$ cat config.mk
export PLATFORM = sky130hd
export DESIGN_NAME = dithered_sample_widener_flat
export DESIGN_NICKNAME = d
export VERILOG_FILES = /design/src/sv/dsw_pkg.sv /design/src/sv/dsw_if.sv /design/src/sv/dithered_sample_widener.sv /design/src/flat_wrapper.sv
export SDC_FILE = /design/constraint.sdc
export NUM_CORES = 1
export LEC_CHECK = 0
export BUFFER_PORTS_ARGS = -buffer_cell sky130_fd_sc_hd__buf_2
export CAP_MARGIN = 30
export CORE_ASPECT_RATIO = 1.25
export CORE_UTILIZATION = 45
export CTS_CLUSTER_SIZE = 30
export DETAILED_ROUTE_END_ITERATION = 10
export PLACE_DENSITY = 0.66
export SLEW_MARGIN = 40
export SYNTH_ARGS = -nofsm -noshare
export SYNTH_HDL_FRONTEND = slang
export SYNTH_SLANG_ARGS = --single-unit
$ cat constraint.sdc
create_clock -name clk -period 4.69 [get_ports clk]
set_input_delay 0.938 -clock clk [delete_from_list [all_inputs] [get_ports clk]]
set_output_delay 0.938 -clock clk [all_outputs]
set_load 0.02 [all_outputs]
$ cat src/sv/dsw_pkg.sv
// Shared types and constants for the dithered sample widener.
`timescale 1ns / 1ps

package dsw_pkg;

  localparam int unsigned SampleW = 32;
  localparam int unsigned ResultW = 33;
  localparam int unsigned BitsW   = 6;
  localparam int unsigned NoiseW  = 24;
  localparam int unsigned GainSh  = 7;  // unity gain of 128

  localparam logic [BitsW-1:0]  BitsMin   = 6'd8;
  localparam logic [BitsW-1:0]  BitsFull  = 6'd32;
  localparam logic [BitsW-1:0]  BitsReset = 6'd16;

  localparam logic [NoiseW-1:0] NoiseTaps  = 24'hFFFF1D;
  localparam logic [NoiseW-1:0] NoiseTop   = 24'h800000;
  localparam logic [NoiseW-1:0] NoiseReset = 24'h000001;

  // One accepted sample held between the input and result registers
  typedef struct packed {
    logic signed [SampleW-1:0] sample;
    logic [BitsW-1:0]          bits;
    logic [NoiseW-1:0]         noise;
    logic                      dither_en;
  } stage_t;

endpackage

$ cat src/sv/dsw_if.sv
// Valid/ready channel interfaces for samples in and widened samples out.
`timescale 1ns / 1ps

interface dsw_in_if;
  logic                                     valid;
  logic                                     ready;
  logic signed [dsw_pkg::SampleW-1:0]       sample_in;

  modport source (output valid, output sample_in, input ready);
  modport sink   (input valid, input sample_in, output ready);
endinterface

interface dsw_out_if;
  logic                                     valid;
  logic                                     ready;
  logic signed [dsw_pkg::ResultW-1:0]       sample_out;

  modport source (output valid, output sample_out, input ready);
  modport sink   (input valid, input sample_out, output ready);
endinterface

$ cat src/sv/dithered_sample_widener.sv
// Dithered sample widener: widens signed samples to 32-bit full scale with LFSR dither.
`timescale 1ns / 1ps

// Takes one signed sample per beat, keeps its low sample_bits bits (clamped to
// 8..32), sign-extends and scales it to 32-bit full scale, and below 32 bits adds
// dither from a 24-bit Galois LFSR that steps once per dithered sample. The block
// sustains one sample per clock while the sink takes each result: an input register
// and a result register form a two-stage pipeline that each sample passes through
// before it is presented. Each stage advances whenever the one after it
// has room, so an empty result register is refilled even while the sink stalls,
// and two samples can wait inside before the input stalls. The LFSR steps at input
// acceptance. Write sample_bits only while no samples are in flight.
module dithered_sample_widener (
  input  logic                           clk,
  input  logic                           rst,
  input  logic                           cfg_we,
  input  logic [dsw_pkg::BitsW-1:0]      cfg_wdata,
  dsw_in_if.sink                         din,
  dsw_out_if.source                      dout
);

  logic [dsw_pkg::BitsW-1:0]  sample_bits;
  logic [dsw_pkg::BitsW-1:0]  eff_bits;
  logic                       dither_en;
  logic [dsw_pkg::NoiseW-1:0] lfsr;
  logic [dsw_pkg::NoiseW-1:0] lfsr_next;
  logic [dsw_pkg::NoiseW:0]   lfsr_sum;
  logic                       in_beat;

  dsw_pkg::stage_t            stage;
  logic                       stage_valid;
  logic                       stage_ready;
  logic                       out_ready;

  logic [4:0]                 left_sh;
  logic [4:0]                 right_sh;
  logic signed [31:0]         widened;
  logic [dsw_pkg::NoiseW-1:0] noise_flip;
  logic signed [30:0]         noise_scaled;
  logic signed [30:0]         dither;
  logic signed [dsw_pkg::ResultW-1:0] result_next;

  // Configuration register
  always_ff @(posedge clk) begin
    if (rst) begin
      sample_bits <= dsw_pkg::BitsReset;
    end else if (cfg_we) begin
      sample_bits <= cfg_wdata;
    end
  end

  // Clamp the width into 8..32
  always_comb begin
    if (sample_bits < dsw_pkg::BitsMin) begin
      eff_bits = dsw_pkg::BitsMin;
    end else if (sample_bits > dsw_pkg::BitsFull) begin
      eff_bits = dsw_pkg::BitsFull;
    end else begin
      eff_bits = sample_bits;
    end
  end
  assign dither_en = (eff_bits != dsw_pkg::BitsFull);

  // Handshake: each stage advances when the one after it has room
  assign out_ready   = !dout.valid || dout.ready;
  assign stage_ready = !stage_valid || out_ready;
  assign din.ready   = stage_ready;
  assign in_beat     = din.valid && din.ready;

  // Galois LFSR step: add taps on odd state, then halve
  always_comb begin
    lfsr_sum = {1'b0, lfsr};
    if (lfsr[0]) begin
      lfsr_sum = {1'b0, lfsr} + {1'b0, dsw_pkg::NoiseTaps};
    end
    lfsr_next = lfsr_sum[dsw_pkg::NoiseW:1];
  end

  // Advance the LFSR once per dithered beat
  always_ff @(posedge clk) begin
    if (rst) begin
      lfsr <= dsw_pkg::NoiseReset;
    end else if (in_beat && dither_en) begin
      lfsr <= lfsr_next;
    end
  end

  // Input register
  always_ff @(posedge clk) begin
    if (rst) begin
      stage_valid <= 1'b0;
    end else if (stage_ready) begin
      stage_valid <= din.valid;
    end
    if (in_beat) begin
      stage.sample    <= din.sample_in;
      stage.bits      <= eff_bits;
      stage.noise     <= lfsr_next;
      stage.dither_en <= dither_en;
    end
  end

  // Widen the sample and build the dither term
  always_comb begin
    left_sh      = 5'(dsw_pkg::BitsFull - stage.bits);
    right_sh     = 5'(stage.bits - 6'd2);
    widened      = stage.sample <<< left_sh;
    noise_flip   = stage.noise ^ dsw_pkg::NoiseTop;
    noise_scaled = {noise_flip, {dsw_pkg::GainSh{1'b0}}};
    dither       = noise_scaled >>> right_sh;
    result_next  = 33'(widened);
    if (stage.dither_en) begin
      result_next = 33'(widened) + 33'(dither);
    end
  end

  // Result register
  always_ff @(posedge clk) begin
    if (rst) begin
      dout.valid <= 1'b0;
    end else if (out_ready) begin
      dout.valid <= stage_valid;
    end
    if (out_ready && stage_valid) begin
      dout.sample_out <= result_next;
    end
  end

`ifndef SYNTH
  // The LFSR never falls into the all-zero lockup state
  a_lfsr_nonzero: assert property (@(posedge clk) disable iff (rst)
    lfsr != '0)
    else $error("noise LFSR reached zero");

  // The LFSR holds unless a dithered beat is taken
  a_lfsr_hold: assert property (@(posedge clk) disable iff (rst)
    !(in_beat && dither_en) |=> $stable(lfsr))
    else $error("noise LFSR stepped without a dithered beat");

  // A held sample moves into the result register when there is room
  a_stage_moves: assert property (@(posedge clk) disable iff (rst)
    stage_valid && out_ready |=> dout.valid)
    else $error("held sample lost between stages");

  // Captured width stays clamped
  a_bits_range: assert property (@(posedge clk) disable iff (rst)
    stage_valid |-> (stage.bits >= dsw_pkg::BitsMin && stage.bits <= dsw_pkg::BitsFull))
    else $error("captured width out of range");
`endif

endmodule

$ cat src/flat_wrapper.sv
// flat-port wrapper written by rule: the top's interface ports become plain ports
module dithered_sample_widener_flat 
  (clk, rst, cfg_we, cfg_wdata, din_valid, din_sample_in, din_ready, dout_valid, dout_sample_out, dout_ready);
  dsw_in_if din_i ();
  dsw_out_if dout_i ();
  input  logic clk;
  input  logic rst;
  input  logic cfg_we;
  input  logic [dsw_pkg::BitsW-1:0] cfg_wdata;
  input wire logic [$bits(din_i.valid)-1:0] din_valid;
  input wire logic [$bits(din_i.sample_in)-1:0] din_sample_in;
  output wire logic [$bits(din_i.ready)-1:0] din_ready;
  output wire logic [$bits(dout_i.valid)-1:0] dout_valid;
  output wire logic [$bits(dout_i.sample_out)-1:0] dout_sample_out;
  input wire logic [$bits(dout_i.ready)-1:0] dout_ready;
  assign din_i.valid = din_valid;
  assign din_i.sample_in = din_sample_in;
  assign din_ready = din_i.ready;
  assign dout_valid = dout_i.valid;
  assign dout_sample_out = dout_i.sample_out;
  assign dout_i.ready = dout_ready;
  dithered_sample_widener u_core (.clk(clk), .rst(rst), .cfg_we(cfg_we), .cfg_wdata(cfg_wdata), .din(din_i), .dout(dout_i));
endmodule
==> metrics.cfg, run 1 <==
[detailed_routing]
first_pass_iters=5
drtAntennaViolNets=0
wirelength_mm=26.5
wl_per_cell_um=18.6
drt_iter0_drc=577
viasPerCell=5.88
vias=8371
drcViolationCount=0

[global_route]
grt_pass1_vias=7847
grt_overflow=0
grt_max_degree=65
grt_pass1_wl_mm=41.4
met2_usage_pct=39.6
grt-busiest-layer=met2
grtUsageMet3_pct=3.29
met1_usage_pct=30.6
antenna_found_initial=0
grt.total_usage_pct=23.8

[yosys]
ys_top_cells_by_area=edfxtp_1 (29%), mux4_2 (7.6%), dfxtp_1 (6.5%)
synth_nets=1150
synth_top_cell_by_area=edfxtp_1
async_flop_share_pct=0
ys_types=68
synth_flop_cell=edfxtp_1
yosysTopAreaCellShare_pct=29.1
ys_ff_latch=127
seq_area_frac_synth_pct=35.6
syn_inst=1070
yosys_warnings=0
avgSynthCellArea_um2=9.16
syn_area_um2=9800
synth_edf_count=95

[power_and_ir_drop]
power_density_nw_per_um2=496
p_clk_share_pct=26.2
p_switching_mw=2.20
ir_drop_mv=0.276
p_seq_share_pct=28.0
intPower_mw=3.36
power_frac_comb_pct=45.8
swShare_pct=39.5
cellLeakagePower_nw=4.49

[worst_hold_path]
hold_class=flip-flop to flip-flop

[cells_and_area]
antenna_cells=0
register_area_um2=3490
syn_to_final_growth_pct=14.3
fin_area_um2=11200
fin_nets=1212
multiInputGateArea_um2=5970
final_cell_mix=nand2_1 (154), nor2_1 (112), a21oi_1 (96)
final_core_util_pct=52.2
fillers=2002
drive_gt1_share_pct=19.9
layout_commonest_cell=nand2_1

[critical_path]
worst_ep_required_time_ns=4.87
worst-setup-path-type=flip-flop to flip-flop
start_kind=flip-flop
worst_setup_path_end_kind=flip-flop
critPathMaxFanout=12
crit_arrival_ns=4.77

[clock_tree]
clk_latency_ns=0.43
cts_tree=yes
cts_setup_buffers=0
ctsHoldBuffers=0
clk_pin_slew_ns=0.07
cts_sinks=127
clk_path_buf_depth=2
h-tree-depth=4
cts-root-buf=clkbuf_16
cts_buffers=17

[sta]
fmax_ghz=0.218
finalHoldViolations=0
fin_skew_ns=0.0157
hold_ws_ns=0.481
tightest_slew_ns=0.837
fin_setup_tns_ns=0
drv_slew=0
fin_crit_sh_pct=97.9
fin_crit_ns=4.59
maxSlewHeadroom_pct=44.2
fin_ws_ns=0.0987
setup-violations-final=0

[die]
die_area_um2=22400
ios=78
start_util_pct=45.6
coreArea_um2=21500
die_h_um=167
die_w_um=134
num_rows=60

[outcome]
status=completed

[place]
port_buffers=77
pre_cts_ws_ns=0.163
placed_area_um2=10500
place_congestion=0.964
dp_hpwl_mm=20.4

[run]
cap_violations=0

path summary, 6_finish.rpt:
kind | start | to | slack [ns] | cells after the start
max | u_core.stage[25]$_DFFE_PP_ | u_core.dout.sample_out[22]$_DFFE_PP_ | 0.1 | 15
max reg2reg | u_core.stage[25]$_DFFE_PP_ | u_core.dout.sample_out[22]$_DFFE_PP_ | 0.1 | 15
min | u_core.lfsr[12]$_SDFFE_PP0P_ | u_core.lfsr[12]$_SDFFE_PP0P_ | 0.48 | 2
min reg2reg | u_core.lfsr[12]$_SDFFE_PP0P_ | u_core.lfsr[12]$_SDFFE_PP0P_ | 0.48 | 2
layer usage:
layer,part of all wire [%],vias to the layer above,wire length [µm]
met5,0,-,0
met4,3.6,0,949
met3,4.7,64,1230
met2,48,268,12800
met1,43,3975,11500
li1,-,4064,-
sequential cells by signal, indices dropped and copies added (netlist names):
register,cells
u_core.dout.valid,1
u_core.stage_valid,1
u_core.stage,39
u_core.lfsr,24
u_core.noise_flip,23
u_core.dout.sample_out,33
u_core.sample_bits,6
layout make-up:
type	instances	share of cell area [%]
sequential	127	31.2
timing repair buffer	112	6.15
inverter	20	0.670
tap	279	3.12
clock buffer	18	3.83
multi-input combinational	854	53.3
clock inverter	14	1.80
synth_stat cells, types with 3 or more instances:
master,instances
nor3_1,34
nand2_1,154
nor2_1,112
o31ai_1,8
a21oi_1,96
nand2b_1,8
buf_1,3
nor4_1,5
mux2i_1,53
buf_2,14
o21a_1,7
o21ai_1,3
xnor2_1,24
a21boi_0,5
o21ai_0,64
xor2_1,30
a31oi_1,14
buf_4,8
o211ai_1,11
and2_1,7
a211oi_1,16
mux2_2,32
ha_1,36
nand4_1,11
nor2b_1,10
clkbuf_1,42
o22ai_1,8
o41ai_1,4
nand3_1,15
inv_1,19
mux4_2,33
a21o_1,9
edfxtp_1,95
and3_1,4
dfxtp_1,32
o21bai_1,6
what timing repair did:
item / in CTS / in global routing
endpoints found under the setup margin: 0 / 6
gates resized for setup: 0 / 5
endpoints found under the hold margin: 0 / 0
metrics by stage:
stage | instances | power (mW)
6_report | 1424 | 5.56
5_1_grt | 1424 | 5.86
4_1_cts | 1423 | 5.52
3_5_place_dp | 1391 | 4.05
3_3_place_gp | 1390 | 4.03
2_1_floorplan | 1070 | 3.41
power groups by stage:
| stage | logic, mW | registers, mW | clock network [mW] |
|---|---|---|---|
| after floorplan | 1.80 | 1.61 | 0 |
| after global placement | 2.46 | 1.57 | 0 |
| after detailed placement | 2.47 | 1.58 | 0 |
| after CTS | 2.49 | 1.56 | 1.47 |
| after global routing | 2.77 | 1.57 | 1.52 |
| final | 2.55 | 1.56 | 1.46 |
logic make-up after synthesis:
| group | synth area share, % |
|---|---|
| simple gates | 17.0 |
| compound gates | 16.5 |
| flops | 35.6 |
| mux | 16.7 |
| buf+inv | 3.98 |
| xor+xnor | 5.32 |
| fa+ha+maj | 4.80 |
critical path: stages (launching register included):
cell and delay, ns:
edfxtp_1 0.47, inv_1 0.14, ha_2 0.23, nor3b_2 0.29
xor2_1 0.17, buf_4 0.19, nand2_1 0.25, nor2_1 0.37
ha_1 0.36, a21oi_1 0.29, nand2_1 0.14, o21ai_0 0.42
and3b_1 0.39, o21bai_1 0.17, xor2_1 0.16, mux2_2 0.29
(Power assumes the default switching activity.)
==> inputs of run 2 (changes only) <==
Settings changed: CORE_UTILIZATION 45 to 25, PLACE_DENSITY 0.66 to 0.42.
==> run 2 against run 1 <==
Against the previous run:
- the run now ends with design-rule violations left
- die area increased by 79%
- critical endpoint is now u_core.dout.sample_out[30]$_DFFE_PP_
- final cell count increased by 16%
- highest routed layer unchanged
- largest power group unchanged
- via count fell by 1.1%
- fmax grew 3.6%
- largest cell class unchanged
==> metrics.cfg, run 2 (synthesis gave the netlist of run 1 again) <==
[detailed_routing]
wl_per_cell_um=18.3
drtAntennaViolNets=0
drt_iter0_drc=560
vias=8276
wirelength_mm=30.3
first_pass_iters=10
viasPerCell=5.01
drcViolationCount=18

[sta]
tightest_slew_ns=0.756
drv_slew=0
finalHoldViolations=0
rsz0062_at_grt=false
setup-violations-final=0
fin_crit_sh_pct=94.5
fin_skew_ns=0.0148
maxSlewHeadroom_pct=49.6
fin_crit_ns=4.43
fmax_ghz=0.226
fin_setup_tns_ns=0

[die]
die_h_um=223
die_area_um2=40000
die_w_um=179
coreArea_um2=38400
ios=78
start_util_pct=25.5
num_rows=80

[critical_path]
crit_arrival_ns=4.64
critPathMaxFanout=33
worst-setup-path-type=flip-flop to flip-flop
reg2reg_from=u_core.stage[25]$_DFFE_PP_
worst_ep_required_time_ns=4.90
cp-startpoint=u_core.stage[25]$_DFFE_PP_
worst_setup_path_end_kind=flip-flop
start_kind=flip-flop

[worst_hold_path]
hold_class=flip-flop to flip-flop
hp-start=u_core.lfsr[12]$_SDFFE_PP0P_

[clock_tree]
clk_latency_ns=0.45
cts_tree=yes
cts-root-buf=clkbuf_16
ctsHoldBuffers=0
cts_buffers=17
cts_setup_buffers=0
post_cts_resized=0
clk_pin_slew_ns=0.07
clk_path_buf_depth=2
cts_sinks=127
h-tree-depth=4

[cells_and_area]
final_cell_mix=nand2_1 (153), nor2_1 (111), a21oi_1 (96)
syn_to_final_growth_pct=18.4
final_core_util_pct=30.2
fin_nets=1228
antenna_cells=0
largest_register_ffs=39
layout_commonest_cell=nand2_1
top_regs=u_core.stage (39), u_core.dout.sample_out (33), u_core.lfsr (24)
drive_gt1_share_pct=21.4
regMostFlops=u_core.stage

[place]
dp_hpwl_mm=24.3
port_buffers=77
place_congestion=0.899

[global_route]
grt_overflow=0
antenna_found_initial=0
grt_pass1_wl_mm=47.2
grt_pass1_vias=8281
grt_max_degree=63
grt.total_usage_pct=15.6

[outcome]
status=complete, but fails checks
violations=design-rule violations

[power_and_ir_drop]
ir_drop_mv=0.317
power_density_nw_per_um2=480
cellLeakagePower_nw=4.58

[run]
cap_violations=0

-- run 2: cell count changes in the layout (fill, tap and decap cells not counted), sizes merged --
cell,previous run,this run
bufinv,4,1
buf,111,128
clkbuf,19,18
inv,26,25
clkinvlp,1,2
clkinv,3,6
-- run 2: worst paths after layout --
| check | endpoint | slack [ns] | cells after the start |
|---|---|---|---|
| max | u_core.dout.sample_out[30]$_DFFE_PP_ | 0.26 | 14 |
| min | u_core.lfsr[12]$_SDFFE_PP0P_ | 0.48 | 2 |
| max reg2reg | u_core.dout.sample_out[30]$_DFFE_PP_ | 0.26 | 14 |
| min reg2reg | u_core.lfsr[12]$_SDFFE_PP0P_ | 0.48 | 2 |
-- run 2: area by class of cell --
cell class	count	area (µm²)
Clock buffer	18	450
Clock inverter	14	131
Fill cell	4116	26800
Inverter	20	75.1
Multi-Input combinational cell	854	5980
Sequential cell	127	3490
Tap cell	492	616
Timing Repair Buffer	128	858
-- run 2: critical path, cell delays in order (launching register included) --
cell      delay (ns)
edfxtp_1        0.46
inv_1           0.09
ha_1            0.33
buf_12          0.20
mux4_2          0.34
a21oi_1         0.48
a211oi_1        0.23
ha_1            0.37
nand4_1         0.15
nor3_1          0.20
o21ai_0         0.22
and3b_1         0.33
o41ai_2         0.41
xor2_1          0.10
mux2_2          0.27
-- run 2: per-stage QoR --
stage / instances / hold slack, ns / power [mW] / setup slack [ns] / area, µm²
after floorplan: 1070 / 0.452 / 3.41 / 0.116 / 9800
after global placement: 1619 / 0.472 / 4.26 / 0.133 / 11000
after detailed placement: 1621 / 0.475 / 4.24 / 0.210 / 11000
after CTS: 1653 / 0.483 / 5.62 / 0.180 / 11600
after global routing: 1653 / 0.506 / 5.95 / 0.00918 / 11600
final: 1653 / 0.483 / 5.58 / 0.259 / 11600
-- run 2: report_power, final --
group          switching [mW]  internal (mW)
combinational            1.61           1.08
clock                   0.566          0.768
sequential              0.110           1.44
-- run 2: routing by layer --
metal  wire length (µm)  vias up  share of wire, %  GRT usage, %
met5                  0        -                 0             0
met2              14700      191                49          26.0
met4                874        0               2.9          6.23
met1              13400     3931                44          19.4
met3               1260       50               4.2          2.90
li1                   -     4104                 -             -
